`src/sv/madt_pkg.sv`:
```
// Shared constants, codes and the event type for the MADT cpu entry parser.
`timescale 1ns / 1ps

package madt_pkg;

    // Upper bound on recorded cpus
    localparam int MAX_CPUS = 16;

    // Fixed table layout
    localparam int TABLE_LEN_OFFSET   = 4;
    localparam int APIC_BASE_OFFSET   = 36;
    localparam int FIRST_ENTRY_OFFSET = 44;
    localparam int MIN_ENTRY_LEN      = 2;
    localparam int MIN_CPU_ENTRY_LEN  = 8;
    localparam int FIELD_BYTES        = 4;

    // Byte positions inside one entry
    localparam logic [31:0] REL_TYPE       = 32'd0;
    localparam logic [31:0] REL_LENGTH     = 32'd1;
    localparam logic [31:0] REL_PROC_ID    = 32'd2;
    localparam logic [31:0] REL_APIC_ID    = 32'd3;
    localparam logic [31:0] REL_FLAGS_LAST = 32'd7;

    // Entry type of a processor local APIC entry
    localparam logic [7:0] ENTRY_LOCAL_APIC = 8'd0;

    // Input word modes
    localparam logic [1:0] MODE_FIRST  = 2'd0;
    localparam logic [1:0] MODE_NEXT   = 2'd1;
    localparam logic [1:0] MODE_ABSENT = 2'd2;

    // Result kinds
    localparam logic KIND_CPU     = 1'b0;
    localparam logic KIND_SUMMARY = 1'b1;

    // Event queue between front and back
    localparam int QUEUE_DEPTH = 4;
    localparam int QPTR_W      = $clog2(QUEUE_DEPTH);
    localparam int QCNT_W      = $clog2(QUEUE_DEPTH + 1);

    // One event: what a single input word produces, one or two results
    typedef struct packed {
        logic        has_rec;
        logic        has_sum;
        logic [3:0]  cpu_index;
        logic [7:0]  acpi_proc_id;
        logic [7:0]  apic_id;
        logic [31:0] cpu_flags;
        logic        bootstrap;
        logic [31:0] apic_base_addr;
        logic [4:0]  rec_total;
        logic [4:0]  sum_total;
        logic        bad_length_stop;
    } madt_evt_t;

endpackage

```
`src/sv/madt_if.sv`:
```
// Handshake channels: table byte input and cpu record and summary output.
`timescale 1ns / 1ps

interface madt_in_if;
    logic       valid;
    logic       ready;
    logic [1:0] mode;
    logic [7:0] data_byte;

    modport source (output valid, output mode, output data_byte, input ready);
    modport sink   (input valid, input mode, input data_byte, output ready);
endinterface

interface madt_out_if;
    logic        valid;
    logic        ready;
    logic        kind;
    logic [3:0]  cpu_index;
    logic [7:0]  acpi_proc_id;
    logic [7:0]  apic_id;
    logic [31:0] cpu_flags;
    logic        enabled;
    logic        bootstrap;
    logic [31:0] apic_base_addr;
    logic [4:0]  cpu_total;
    logic        bad_length_stop;
    logic        last;

    modport source (
        output valid, output kind, output cpu_index, output acpi_proc_id,
        output apic_id, output cpu_flags, output enabled, output bootstrap,
        output apic_base_addr, output cpu_total, output bad_length_stop,
        output last, input ready
    );
    modport sink (
        input valid, input kind, input cpu_index, input acpi_proc_id,
        input apic_id, input cpu_flags, input enabled, input bootstrap,
        input apic_base_addr, input cpu_total, input bad_length_stop,
        input last, output ready
    );
endinterface

```
`src/sv/madt_front.sv`:
```
// Front end: takes table bytes, walks the entries and pushes result events.
`timescale 1ns / 1ps

module madt_front (
    input  logic                clk,
    input  logic                rst_n,
    madt_in_if.sink             table_bytes,
    input  logic                q_full,
    output logic                evt_push,
    output madt_pkg::madt_evt_t evt
);
    import madt_pkg::*;

    // Distance from the offset to the first entry start, right after a restart
    localparam logic [31:0] REL_AT_RESTART = 32'(-FIRST_ENTRY_OFFSET);

    logic        accept;
    logic [7:0]  b;

    logic [31:0] offset_reg, offset_next;
    logic [31:0] rel_reg, rel_next;
    logic [31:0] start_reg, start_next;
    logic [4:0]  cpus_reg, cpus_next;
    logic        finished_reg, finished_next;
    logic [31:0] tlen_reg, tlen_next;
    logic [31:0] base_reg, base_next;
    logic [7:0]  etype_reg, etype_next;
    logic [7:0]  elen_reg, elen_next;
    logic [7:0]  pid_reg, pid_next;
    logic [7:0]  aid_reg, aid_next;
    logic [31:0] flags_reg, flags_next;

    logic        advance;
    logic        restart;

    assign table_bytes.ready = !q_full;
    assign accept  = table_bytes.valid && table_bytes.ready;
    assign b       = table_bytes.data_byte;
    assign restart = (table_bytes.mode == MODE_FIRST);

    always_comb
    begin
        offset_next   = offset_reg;
        rel_next      = rel_reg;
        start_next    = start_reg;
        cpus_next     = cpus_reg;
        finished_next = finished_reg;
        tlen_next     = tlen_reg;
        base_next     = base_reg;
        etype_next    = etype_reg;
        elen_next     = elen_reg;
        pid_next      = pid_reg;
        aid_next      = aid_reg;
        flags_next    = flags_reg;
        advance       = 1'b0;
        evt_push      = 1'b0;
        evt           = '0;

        if (accept && table_bytes.mode == MODE_ABSENT)
        begin
            // No table: one fallback cpu and a summary
            offset_next   = '0;
            rel_next      = REL_AT_RESTART;
            start_next    = 32'(FIRST_ENTRY_OFFSET);
            cpus_next     = 5'd1;
            finished_next = 1'b1;
            tlen_next     = '0;
            base_next     = '0;
            etype_next    = '0;
            elen_next     = '0;
            pid_next      = '0;
            aid_next      = '0;
            flags_next    = '0;
            evt_push      = 1'b1;
            evt.has_rec   = 1'b1;
            evt.has_sum   = 1'b1;
            evt.cpu_flags = 32'd1;
            evt.bootstrap = 1'b1;
            evt.sum_total = 5'd1;
        end
        else if (accept && (restart ||
                 (table_bytes.mode == MODE_NEXT && !finished_reg)))
        begin
            if (restart)
            begin
                offset_next = '0;
                rel_next    = REL_AT_RESTART;
                start_next  = 32'(FIRST_ENTRY_OFFSET);
                cpus_next   = '0;
                tlen_next   = '0;
                base_next   = '0;
                etype_next  = '0;
                elen_next   = '0;
                pid_next    = '0;
                aid_next    = '0;
                flags_next  = '0;
            end
            finished_next = 1'b0;

            // Header fields, little-endian
            if (offset_next >= 32'(TABLE_LEN_OFFSET) &&
                offset_next < 32'(TABLE_LEN_OFFSET + FIELD_BYTES))
            begin
                for (int i = 0; i < FIELD_BYTES; i++)
                begin
                    if (offset_next[1:0] == 2'(i))
                        tlen_next[8*i +: 8] = tlen_next[8*i +: 8] | b;
                end
            end
            if (offset_next >= 32'(APIC_BASE_OFFSET) &&
                offset_next < 32'(APIC_BASE_OFFSET + FIELD_BYTES))
            begin
                for (int i = 0; i < FIELD_BYTES; i++)
                begin
                    if (offset_next[1:0] == 2'(i))
                        base_next[8*i +: 8] = base_next[8*i +: 8] | b;
                end
            end

            // Entry walk
            if (offset_next >= 32'(FIRST_ENTRY_OFFSET))
            begin
                if (rel_next == REL_TYPE)
                begin
                    etype_next = b;
                end
                else if (rel_next == REL_LENGTH)
                begin
                    elen_next = b;
                    if (b < 8'(MIN_ENTRY_LEN))
                    begin
                        finished_next       = 1'b1;
                        evt_push            = 1'b1;
                        evt.has_sum         = 1'b1;
                        evt.apic_base_addr  = base_next;
                        evt.sum_total       = cpus_next;
                        evt.bad_length_stop = 1'b1;
                    end
                end
                else if (rel_next == REL_PROC_ID)
                begin
                    pid_next = b;
                end
                else if (rel_next == REL_APIC_ID)
                begin
                    aid_next = b;
                end
                else if (rel_next <= REL_FLAGS_LAST)
                begin
                    for (int i = 0; i < FIELD_BYTES; i++)
                    begin
                        if (rel_next[1:0] == 2'(i))
                            flags_next[8*i +: 8] = b;
                    end
                    if (rel_next == REL_FLAGS_LAST && etype_next == ENTRY_LOCAL_APIC &&
                        elen_next >= 8'(MIN_CPU_ENTRY_LEN) &&
                        32'(cpus_next) < 32'(MAX_CPUS))
                    begin
                        evt_push           = 1'b1;
                        evt.has_rec        = 1'b1;
                        evt.cpu_index      = cpus_next[3:0];
                        evt.acpi_proc_id   = pid_next;
                        evt.apic_id        = aid_next;
                        evt.cpu_flags      = flags_next;
                        evt.bootstrap      = (cpus_next == '0);
                        evt.apic_base_addr = base_next;
                        evt.rec_total      = cpus_next + 5'd1;
                        cpus_next          = cpus_next + 5'd1;
                    end
                end
                if (!finished_next && rel_next != REL_TYPE &&
                    rel_next == {24'd0, elen_next} - 32'd1)
                begin
                    advance    = 1'b1;
                    start_next = start_next + {24'd0, elen_next};
                end
            end

            rel_next = advance ? '0 : rel_next + 32'd1;

            // End of table: next entry header would not fit
            if (!finished_next && rel_next == '0 &&
                ({1'b0, start_next} + 33'd2 > {1'b0, tlen_next}))
            begin
                finished_next      = 1'b1;
                evt_push           = 1'b1;
                evt.has_sum        = 1'b1;
                evt.apic_base_addr = base_next;
                evt.sum_total      = cpus_next;
            end

            offset_next = offset_next + 32'd1;
        end
    end

    always_ff @(posedge clk or negedge rst_n)
    begin
        if (!rst_n)
        begin
            offset_reg   <= '0;
            rel_reg      <= REL_AT_RESTART;
            start_reg    <= 32'(FIRST_ENTRY_OFFSET);
            cpus_reg     <= '0;
            finished_reg <= 1'b1;
        end
        else
        begin
            offset_reg   <= offset_next;
            rel_reg      <= rel_next;
            start_reg    <= start_next;
            cpus_reg     <= cpus_next;
            finished_reg <= finished_next;
        end
    end

    always_ff @(posedge clk)
    begin
        tlen_reg  <= tlen_next;
        base_reg  <= base_next;
        etype_reg <= etype_next;
        elen_reg  <= elen_next;
        pid_reg   <= pid_next;
        aid_reg   <= aid_next;
        flags_reg <= flags_next;
    end

endmodule

```
`src/sv/madt_queue.sv`:
```
// Short event queue that decouples the front end from the result stage.
`timescale 1ns / 1ps

module madt_queue (
    input  logic                clk,
    input  logic                rst_n,
    input  logic                push,
    input  madt_pkg::madt_evt_t push_evt,
    output logic                full,
    input  logic                pop,
    output logic                head_valid,
    output madt_pkg::madt_evt_t head_evt
);
    import madt_pkg::*;

    madt_evt_t          slots_reg [QUEUE_DEPTH];
    logic [QPTR_W-1:0]  wr_ptr_reg, wr_ptr_next;
    logic [QPTR_W-1:0]  rd_ptr_reg, rd_ptr_next;
    logic [QCNT_W-1:0]  count_reg, count_next;
    logic               do_push, do_pop;

    assign full       = (count_reg == QCNT_W'(QUEUE_DEPTH));
    assign head_valid = (count_reg != '0);
    assign head_evt   = slots_reg[rd_ptr_reg];
    assign do_push    = push && !full;
    assign do_pop     = pop && head_valid;

    always_comb
    begin
        wr_ptr_next = wr_ptr_reg;
        rd_ptr_next = rd_ptr_reg;
        count_next  = count_reg;
        if (do_push)
            wr_ptr_next = (wr_ptr_reg == QPTR_W'(QUEUE_DEPTH - 1)) ? '0 :
                          wr_ptr_reg + QPTR_W'(1);
        if (do_pop)
            rd_ptr_next = (rd_ptr_reg == QPTR_W'(QUEUE_DEPTH - 1)) ? '0 :
                          rd_ptr_reg + QPTR_W'(1);
        if (do_push && !do_pop)
            count_next = count_reg + QCNT_W'(1);
        else if (do_pop && !do_push)
            count_next = count_reg - QCNT_W'(1);
    end

    always_ff @(posedge clk or negedge rst_n)
    begin
        if (!rst_n)
        begin
            wr_ptr_reg <= '0;
            rd_ptr_reg <= '0;
            count_reg  <= '0;
        end
        else
        begin
            wr_ptr_reg <= wr_ptr_next;
            rd_ptr_reg <= rd_ptr_next;
            count_reg  <= count_next;
        end
    end

    always_ff @(posedge clk)
    begin
        if (do_push)
            slots_reg[wr_ptr_reg] <= push_evt;
    end

endmodule

```
`src/sv/madt_back.sv`:
```
// Result stage: expands each event into one or two registered result words.
`timescale 1ns / 1ps

module madt_back (
    input  logic                clk,
    input  logic                rst_n,
    input  logic                head_valid,
    input  madt_pkg::madt_evt_t head_evt,
    output logic                pop,
    madt_out_if.source          records
);
    import madt_pkg::*;

    logic        valid_reg, valid_next;
    logic        sum_phase_reg, sum_phase_next;
    logic        load;
    logic        emit_rec;

    logic        kind_reg, kind_next;
    logic [3:0]  index_reg, index_next;
    logic [7:0]  pid_reg, pid_next;
    logic [7:0]  aid_reg, aid_next;
    logic [31:0] flags_reg, flags_next;
    logic        boot_reg, boot_next;
    logic [31:0] base_reg, base_next;
    logic [4:0]  total_reg, total_next;
    logic        bad_reg, bad_next;
    logic        last_reg, last_next;

    assign load     = head_valid && (!valid_reg || records.ready);
    assign emit_rec = head_evt.has_rec && !sum_phase_reg;

    always_comb
    begin
        valid_next     = valid_reg;
        sum_phase_next = sum_phase_reg;
        pop            = 1'b0;
        kind_next      = kind_reg;
        index_next     = index_reg;
        pid_next       = pid_reg;
        aid_next       = aid_reg;
        flags_next     = flags_reg;
        boot_next      = boot_reg;
        base_next      = base_reg;
        total_next     = total_reg;
        bad_next       = bad_reg;
        last_next      = last_reg;

        if (records.ready)
            valid_next = 1'b0;

        if (load)
        begin
            valid_next = 1'b1;
            base_next  = head_evt.apic_base_addr;
            if (emit_rec)
            begin
                kind_next  = KIND_CPU;
                index_next = head_evt.cpu_index;
                pid_next   = head_evt.acpi_proc_id;
                aid_next   = head_evt.apic_id;
                flags_next = head_evt.cpu_flags;
                boot_next  = head_evt.bootstrap;
                total_next = head_evt.rec_total;
                bad_next   = 1'b0;
                last_next  = !head_evt.has_sum;
                if (head_evt.has_sum)
                    sum_phase_next = 1'b1;
                else
                    pop = 1'b1;
            end
            else
            begin
                kind_next      = KIND_SUMMARY;
                index_next     = '0;
                pid_next       = '0;
                aid_next       = '0;
                flags_next     = '0;
                boot_next      = 1'b0;
                total_next     = head_evt.sum_total;
                bad_next       = head_evt.bad_length_stop;
                last_next      = 1'b1;
                sum_phase_next = 1'b0;
                pop            = 1'b1;
            end
        end
    end

    always_ff @(posedge clk or negedge rst_n)
    begin
        if (!rst_n)
        begin
            valid_reg     <= 1'b0;
            sum_phase_reg <= 1'b0;
        end
        else
        begin
            valid_reg     <= valid_next;
            sum_phase_reg <= sum_phase_next;
        end
    end

    always_ff @(posedge clk)
    begin
        kind_reg  <= kind_next;
        index_reg <= index_next;
        pid_reg   <= pid_next;
        aid_reg   <= aid_next;
        flags_reg <= flags_next;
        boot_reg  <= boot_next;
        base_reg  <= base_next;
        total_reg <= total_next;
        bad_reg   <= bad_next;
        last_reg  <= last_next;
    end

    assign records.valid           = valid_reg;
    assign records.kind            = kind_reg;
    assign records.cpu_index       = index_reg;
    assign records.acpi_proc_id    = pid_reg;
    assign records.apic_id         = aid_reg;
    assign records.cpu_flags       = flags_reg;
    assign records.enabled         = flags_reg[0];
    assign records.bootstrap       = boot_reg;
    assign records.apic_base_addr  = base_reg;
    assign records.cpu_total       = total_reg;
    assign records.bad_length_stop = bad_reg;
    assign records.last            = last_reg;

endmodule

```
`src/sv/acpi_madt_cpu_entry_parser.sv`:
```
// Top level of the MADT local APIC entry parser: front end, event queue, result stage.
`timescale 1ns / 1ps

// Channel       Dir  Word                       Accepted when
// ------------  ---  -------------------------  -------------------------
// table_bytes   in   mode, data_byte            valid && ready
// records       out  cpu record or summary      valid && ready
//
// One table byte is taken every cycle while the event queue has room; the
// byte walk, header capture and entry decode are combinational. The result
// stage sends one word per cycle while records is ready, so a byte that
// yields a cpu record plus a summary (or a table-absent word) gives two
// output words. A word is registered in the event queue, then in the result
// stage. Reset leaves the parser finished: next-byte words are dropped until
// a first-byte word restarts the walk. Output stalls fill the queue and then
// drop ready on the input side; input gaps never stall the output.

module acpi_madt_cpu_entry_parser (
    input  logic       clk,
    input  logic       rst_n,
    madt_in_if.sink    table_bytes,
    madt_out_if.source records
);
    import madt_pkg::*;

    madt_evt_t q_evt;
    madt_evt_t head_evt;
    logic      q_push;
    logic      q_full;
    logic      q_pop;
    logic      q_head_valid;

    // Parse bytes and push one event per byte that produces results
    madt_front u_front (
        .clk         (clk),
        .rst_n       (rst_n),
        .table_bytes (table_bytes),
        .q_full      (q_full),
        .evt_push    (q_push),
        .evt         (q_evt)
    );

    // Hold pending events so the parse keeps going while the output stalls
    madt_queue u_queue (
        .clk        (clk),
        .rst_n      (rst_n),
        .push       (q_push),
        .push_evt   (q_evt),
        .full       (q_full),
        .pop        (q_pop),
        .head_valid (q_head_valid),
        .head_evt   (head_evt)
    );

    // Expand each event into its record and summary words
    madt_back u_back (
        .clk        (clk),
        .rst_n      (rst_n),
        .head_valid (q_head_valid),
        .head_evt   (head_evt),
        .pop        (q_pop),
        .records    (records)
    );

`ifndef SYNTHESIS
    // The result stage only retires an event that is present
    a_pop_has_head: assert property (@(posedge clk) disable iff (!rst_n)
        q_pop |-> q_head_valid)
        else $error("event popped from an empty queue");

    // A record that is not the last word of its byte is followed by the summary
    a_rec_then_sum: assert property (@(posedge clk) disable iff (!rst_n)
        (records.valid && records.ready && !records.last) |=>
        (records.valid && records.kind == KIND_SUMMARY))
        else $error("summary did not follow a non-final record");

    // Bad length flag only ever rides on a summary word
    a_bad_on_sum: assert property (@(posedge clk) disable iff (!rst_n)
        (records.valid && records.bad_length_stop) |->
        (records.kind == KIND_SUMMARY && records.last))
        else $error("bad length flag on a cpu record");
`endif

endmodule
```
`src/flat_wrapper.sv`:
```
// flat-port wrapper written by rule: the top's interface ports become plain ports
module acpi_madt_cpu_entry_parser_flat import madt_pkg::*;
  (clk, rst_n, table_bytes_valid, table_bytes_mode, table_bytes_data_byte, table_bytes_ready, records_valid, records_kind, records_cpu_index, records_acpi_proc_id, records_apic_id, records_cpu_flags, records_enabled, records_bootstrap, records_apic_base_addr, records_cpu_total, records_bad_length_stop, records_last, records_ready);
  madt_in_if table_bytes_i ();
  madt_out_if records_i ();
  input  logic clk;
  input  logic rst_n;
  input wire logic [$bits(table_bytes_i.valid)-1:0] table_bytes_valid;
  input wire logic [$bits(table_bytes_i.mode)-1:0] table_bytes_mode;
  input wire logic [$bits(table_bytes_i.data_byte)-1:0] table_bytes_data_byte;
  output wire logic [$bits(table_bytes_i.ready)-1:0] table_bytes_ready;
  output wire logic [$bits(records_i.valid)-1:0] records_valid;
  output wire logic [$bits(records_i.kind)-1:0] records_kind;
  output wire logic [$bits(records_i.cpu_index)-1:0] records_cpu_index;
  output wire logic [$bits(records_i.acpi_proc_id)-1:0] records_acpi_proc_id;
  output wire logic [$bits(records_i.apic_id)-1:0] records_apic_id;
  output wire logic [$bits(records_i.cpu_flags)-1:0] records_cpu_flags;
  output wire logic [$bits(records_i.enabled)-1:0] records_enabled;
  output wire logic [$bits(records_i.bootstrap)-1:0] records_bootstrap;
  output wire logic [$bits(records_i.apic_base_addr)-1:0] records_apic_base_addr;
  output wire logic [$bits(records_i.cpu_total)-1:0] records_cpu_total;
  output wire logic [$bits(records_i.bad_length_stop)-1:0] records_bad_length_stop;
  output wire logic [$bits(records_i.last)-1:0] records_last;
  input wire logic [$bits(records_i.ready)-1:0] records_ready;
  assign table_bytes_i.valid = table_bytes_valid;
  assign table_bytes_i.mode = table_bytes_mode;
  assign table_bytes_i.data_byte = table_bytes_data_byte;
  assign table_bytes_ready = table_bytes_i.ready;
  assign records_valid = records_i.valid;
  assign records_kind = records_i.kind;
  assign records_cpu_index = records_i.cpu_index;
  assign records_acpi_proc_id = records_i.acpi_proc_id;
  assign records_apic_id = records_i.apic_id;
  assign records_cpu_flags = records_i.cpu_flags;
  assign records_enabled = records_i.enabled;
  assign records_bootstrap = records_i.bootstrap;
  assign records_apic_base_addr = records_i.apic_base_addr;
  assign records_cpu_total = records_i.cpu_total;
  assign records_bad_length_stop = records_i.bad_length_stop;
  assign records_last = records_i.last;
  assign records_i.ready = records_ready;
  acpi_madt_cpu_entry_parser u_core (.clk(clk), .rst_n(rst_n), .table_bytes(table_bytes_i), .records(records_i));
endmodule
```
`config.mk`:
```
export PLATFORM = sky130hd
export DESIGN_NAME = acpi_madt_cpu_entry_parser_flat
export DESIGN_NICKNAME = d
export VERILOG_FILES = /design/src/sv/madt_pkg.sv /design/src/sv/madt_if.sv /design/src/sv/madt_front.sv /design/src/sv/madt_queue.sv /design/src/sv/madt_back.sv /design/src/sv/acpi_madt_cpu_entry_parser.sv /design/src/flat_wrapper.sv
export SDC_FILE = /design/constraint.sdc
export NUM_CORES = 1
export LEC_CHECK = 0
export BUFFER_PORTS_ARGS = -buffer_cell sky130_fd_sc_hd__buf_2
export CAP_MARGIN = 20
export CORE_MARGIN = 10
export CORE_UTILIZATION = 40
export CTS_BUF_LIST = sky130_fd_sc_hd__clkbuf_16
export CTS_CLUSTER_DIAMETER = 30
export CTS_CLUSTER_SIZE = 12
export DETAILED_ROUTE_END_ITERATION = 6
export PLACE_DENSITY = 0.52
export SLEW_MARGIN = 40
export SYNTH_ARGS = -nofsm -noshare
export SYNTH_HDL_FRONTEND = slang
export SYNTH_SLANG_ARGS = --single-unit
export TNS_END_PERCENT = 5
```
`constraint.sdc`:
```
create_clock -name clk -period 24.3 [get_ports clk]
set_input_delay 2.43 -clock clk [delete_from_list [all_inputs] [get_ports clk]]
set_output_delay 2.43 -clock clk [all_outputs]
set_load 0.005 [all_outputs]
```
# Word level (Yosys, flattened, before mapping)

Memory sizes are Yosys's and may differ from the RTL's.
Index checks and enable logic that the tools add are counted.

Output and inout bits: 96
Memories: 1
Register bits after elaboration: 332
Logic and storage cells: 304
Bits of input ports: 14
RAM bits: 392

Memory list:

| name                     | depth | bits a word | read ports | clocked after Yosys merged registers in | wr ports | RTL line         | text |
|---|---|---|---|---|---|---|---|
| u_core.u_queue.slots_reg | 4     | 98          | 1          | 0                                       | 1        | madt_queue.sv:16 | `madt_evt_t slots_reg [QUEUE_DEPTH];` |

Add/sub/neg operators: 10
Reduce and logical (&&, ||, !) cells: 43
Muxes and demuxes: 188
Bitwise logic cells: 8
$lt $le $gt $ge: 10
Equal/unequal tests: 17

Operators with widths:

| cell                  | number |
|---|---|
| $mux 32               | 42 |
| $mux 8                | 73 |
| $mux 90               | 4 |
| $mux 98               | 3 |
| $mux 5                | 16 |
| $add 32x1->32 const B | 2 |
| $eq 32x2->1 const B   | 2 |
| $ge 32x6->1 const B   | 2 |
| $logic_not 32->1      | 2 |
| $or 8x8->8            | 8 |
| $mux 53               | 1 |
| $mux 1                | 39 |
| $mux 37               | 1 |
| $add 32x2->33 const B | 1 |
| $gt 33x32->1          | 1 |
| $mux 33               | 1 |
| $add 32x8->32         | 1 |
| $eq 32x1->1 const B   | 1 |
| $eq 32x3->1 const B   | 1 |
| $eq 32x32->1          | 1 |
| $ge 32x3->1 const B   | 1 |
| $le 32x3->1 const B   | 1 |
| $lt 32x4->1 const B   | 1 |
| $lt 32x6->1 const B   | 1 |
| 26 further kinds      | 70 |

# Logic depth before layout (Yosys ltp)

Depth after elaboration: 31
Gate-level depth with buffers: 50
Depth with buffers taken out: 40

# Modules after synthesis

From an unflattened synthesis, not the netlist that was laid out.

Cell total of the unflattened synthesis: 2720
Area, all modules: 33891.3 um^2

Modules (own cells, without submodules):

| module     | area each (um^2) | instances | seq. area each (um^2) | cells an instance |
|---|---|---|---|---|
| madt_front | 15846.4          | 1         | 5154.9                | 1999 |
| madt_queue | 14680.3          | 1         | 11946.5               | 549 |
| madt_back  | 3364.5           | 1         | 2842.7                | 172 |

# Least setup slack after synthesis

Ideal clock, no wire load.

Path kind: input-to-reg
Start point: input port table_bytes_mode[0]
End point: memory u_core.u_queue.slots_reg[0][0] (netlist bit) (enable)
Path buffers: 12
Arrival: 12.758 ns
Path slack: 11.074 ns
Stages: 41
Setup time: 0.468 ns
Required time: 23.832 ns
Cell sequence: or2_2 -> clkbuf_1 -> clkbuf_1 -> buf_1 -> clkbuf_1 -> clkbuf_1 -> clkbuf_1 -> clkbuf_1 -> clkbuf_1 -> nand2_1 -> nor2_1 -> a21oi_1 -> ha_1 -> clkbuf_1 -> o211ai_1 -> a32oi_1 -> a2111oi_0 -> a311oi_1 -> [... 5 more ...] -> a21oi_1 -> ha_1 -> o21ai_1 -> nor3_1 -> or4b_4 -> nor4b_4 -> nand4_1 -> xnor2_1 -> ha_1 -> nand4_1 -> nor3_1 -> o21ai_0 -> a211oi_1 -> a41oi_4 -> nor3_1 -> or3_1 -> buf_4 -> and2_1

Word-level cells in the longest chain between the ends: 27
Elaborated cells between the ends (all ways): 108
Those cells by class: 4 x add/sub; 7 x order compare; 10 x eq/ne; 62 x mux; 4 x bitwise; 21 x reduce/logical

RTL lines:

| item                                                 | RTL line          | text |
|---|---|---|
| start: declaration                                   | flat_wrapper.sv:9 | `input wire logic [$bits(table_bytes_i.mode)-1:0] table_bytes_mode;` |
| branches (longest 23 deep; another with $sub 8x1->9) | n/a               |  |
| $mux 1 (*)                                           | madt_front.sv:59  | `if (accept && table_bytes.mode == MODE_ABSENT)` |
| $logic_and 1x1->1 (*)                                | madt_queue.sv:25  | `assign do_push = push && !full;` |
| via u_core.u_queue.do_push                           | madt_queue.sv:20  | `logic do_push, do_pop;` |
| $mux 1 (*)                                           | madt_queue.sv:63  | `if (do_push)` |
| $mux 1 (not written as such) (*)                     | madt_queue.sv:64  | `slots_reg[wr_ptr_reg] <= push_evt;` |
| end: declaration                                     | madt_queue.sv:16  |  |

Mark *: on every way through the listed nets, which the timed path passes. The select of a mux whose other input is x is not followed.

# Worst setup path after layout

Start point: input port table_bytes_mode[1]
End point: memory u_core.u_queue.slots_reg[1][50] (netlist bit) (enable)

Word-level cells in the longest chain between the ends: 27
Elaborated cells between the ends (all ways): 108
Those cells by class: 4 x add/sub; 7 x order compare; 10 x eq/ne; 62 x mux; 4 x bitwise; 21 x reduce/logical

RTL lines:

| item                                                 | RTL line |
|---|---|
| branches (longest 23 deep; another with $sub 8x1->9) | n/a |
| $mux 1 (*)                                           | madt_front.sv:59 |
| $logic_and 1x1->1 (*)                                | madt_queue.sv:25 |
| $mux 1 (*)                                           | madt_queue.sv:63 |
| $mux 1 (not written as such) (*)                     | madt_queue.sv:64 |

Every way passes the cells marked *. The select of a mux whose other input is x is not followed.

==> run_results.csv <==
group,metric,value,unit
cells_and_area,largest_reg_flops,392,
cts,root_buffer,"clkbuf_16",
timing,fin_crit,12.31,ns
synthesis,ys_ff_latch,724,
synthesis,ys_warn_count,0,
critical_path,path_class,"in -> reg",
placement,place.gp.congestion,0.882,
cells_and_area,nFillCells,7019,
global_routing,track_usage,0.186,
cells_and_area,nNetsFinal,2835,
synthesis,async_flop_share,0.153,
job,drv_cap,0,
detailed_routing,viasPerCell,5.70,
critical_path,cpMaxStageDelayCell,"buf_6",
detailed_routing,vias,22500,
timing,holdWs,0.439,ns
floorplanning,dieArea,93200,um2
timing,hold_viol_final,0,
cts,tritoncts,"done",
cells_and_area,area_delta_synth_final,21.4,%
placement,dpl-instance-area,34200,um2
synthesis,syn_nets,2710,
timing,fin_tns_setup,0,ns
synthesis,synth_area,32500,um2
cts,clkTransAtPathRegs,0.05,ns
cts,clkLatencyLatePin,0.73,ns
power_and_ir_drop,pwr_density_cell,107,nW/um2
cts,postCtsHoldBufs,0,
global_routing,grt_max_degree,70,
timing,fin_worst_skew,0.0557,ns
synthesis,synth_top_cell_area_share,0.448,
floorplanning,die_w,305,um
floorplanning,initial_core_util,0.404,
power_and_ir_drop,power.leakage,15.1,nW
cts,cts_buffer_depth,3,
synthesis,ys_seq_area_frac,0.613,
placement,place_inst,3673,
timing,slew_viol_final,0,
critical_path,critPathCaptureType,"register",
timing,finalSetupViolCount,0,
global_routing,grt_first_pass_wirelength,137,mm
critical_path,cp-start-kind,"input pin",
timing,fin_ws,11.99,ns
floorplanning,fp.dieH,305,um
cts,cts.repair.resized,0,
cells_and_area,stdcell_area,39500,um2
floorplanning,ios,110,
synthesis,synthCells,2638,
synthesis,syn_area_per_cell,12.3,um2
synthesis,yosysUniqueCellTypes,82,
power_and_ir_drop,irDropWorstVdd,0.0000602,V
floorplanning,rows,104,
global_routing,grt_overflow,0,
timing,min_period_over_period,0.507,
detailed_routing,remaining_drc_errors,0,
critical_path,critPathRequiredTime,24.64,ns
detailed_routing,wl_per_cell,22.3,um
timing,relSlewSlack,0.439,
run_status,status,"completed",
cells_and_area,seq_area,20000,um2
cts,cts-htree-levels,4,
global_routing,antenna_found_initial,1,
synthesis,synth.most_common_cell,"edfxtp_1",
detailed_routing,drt-pass1-iter-count,5,
global_routing,grt_pass1_vias,22900,
cts,cts_setup_buffers,0,
worst_hold_path,holdCritPathClass,"reg -> reg",
synthesis,synth_ff_type,"edfxtp_1",
detailed_routing,wl,88.0,mm
detailed_routing,ant_nets,0,
placement,io_buffer_count,109,
cts,cts.sink_count,724,
synthesis,netlist_top_cells_count,"edfxtp_1, nand2_1, a21oi_1",
placement,post-dp-hpwl,53.9,mm
detailed_routing,first_iter_violations,1641,
synthesis,synth-edff-count,485,
timing,worst_pin_slew,0.834,ns
cells_and_area,multiInputGateArea,11800,um2
critical_path,cp.arrival,12.65,ns
placement,dp_slack,11.00,ns
timing,rsz0062_at_grt,"false",
synthesis,synthTopCellsByArea,"edfxtp_1, dfxtp_1, mux4_2",
timing,fmax,0.0812,GHz
floorplanning,coreArea,80500,um2
cells_and_area,drive_gt1_frac,0.196,
critical_path,cp_max_fo,61,
synthesis,synth_largest_area_cell,"edfxtp_1",
critical_path,worst_path_largest_cell_delay,0.63,ns
cells_and_area,finalNonFillerCells,3951,
cts,numCtsBuffers,148,
power by group:
part,switching (W),internal [W]
clock,0.000697,0.00139
sequential,0.0000701,0.00146
combinational,0.000370,0.000261
through the flow:
| stage | util | total power [W] |
|---|---|---|
| after floorplan | - | 0.00195 |
| after global placement | 0.423 | 0.00219 |
| after detailed placement | 0.425 | 0.00220 |
| after CTS | 0.490 | 0.00430 |
| after global routing | 0.490 | 0.00443 |
| final | 0.490 | 0.00425 |
per-layer routing:
layer | GRT usage | wire, um | vias to the layer above | share of wire
li1 | - | - | 10300 | -
met3 | 0.0361 | 5080 | 181 | 0.058
met1 | 0.239 | 38000 | 11300 | 0.43
met2 | 0.308 | 42200 | 777 | 0.48
met4 | 0.0729 | 2640 | 0 | 0.030
met5 | 0 | 0 | - | 0
worst max-delay path: cells and delay by family:
family	cells	cell delay [ns]
AOI/OAI and AO/OA	8	1.55
and+or+nand+nor	17	5.45
xor gates and xnor gates	3	0.50
buffers and inverters	5	1.62
adders and majority gates	3	0.99
cell usage in the layout (no fill, tap or decap), drive strengths merged, types with 17 or more instances in the layout:
master	n
o21a	17
nand3	137
nand4	42
dfxtp	128
nor3	39
inv	74
ha	56
buf	152
xnor2	45
bufinv	25
a22oi	32
clkinv	63
nand2	313
clkbuf	148
xor2	30
o21ai	149
dfstp	32
and2	30
edfxtp	485
a22o	78
nor2	146
nor4	32
and3	95
dfrtp	79
mux4	98
a21oi	162
kinds of logic after synthesis:
| kind of cell | synth area share |
|---|---|
| compound gates | 0.108 |
| xor+xnor | 0.0207 |
| fa+ha+maj | 0.0228 |
| buf+inv | 0.0263 |
| flops | 0.613 |
| mux | 0.0735 |
| simple gates | 0.136 |
final timing paths:
| path | start | end | slack [ns] | cells after the start |
|---|---|---|---|---|
| min in group asynchronous | rst_n | u_core.u_front.start_reg[26] | 1.77 | 1 |
| setup / recovery | table_bytes_mode[1] | u_core.u_queue.slots_reg[1][50] | 11.99 | 36 |
| setup reg to reg | u_core.u_front.rel_reg[0] | u_core.u_queue.slots_reg[1][50] | 13.18 | 35 |
| max in group asynchronous | rst_n | u_core.u_queue.rd_ptr_reg[0] | 21.36 | 2 |
| hold reg to reg | u_core.u_front.base_reg[10] | u_core.u_front.base_reg[10] | 0.44 | 2 |
| hold / removal | u_core.u_front.base_reg[10] | u_core.u_front.base_reg[10] | 0.44 | 2 |
cell type report:
| class | count | share of cell area |
|---|---|---|
| diodes | 1 | 0.0000633 |
| clock buffers | 148 | 0.0937 |
| clock inverters | 129 | 0.0400 |
| inverters | 44 | 0.00418 |
| multi-input cells | 1693 | 0.300 |
| flip-flops and latches | 724 | 0.505 |
| well taps | 1060 | 0.0336 |
| repair buffers | 152 | 0.0237 |
Power figures use the tool's default switching activity.
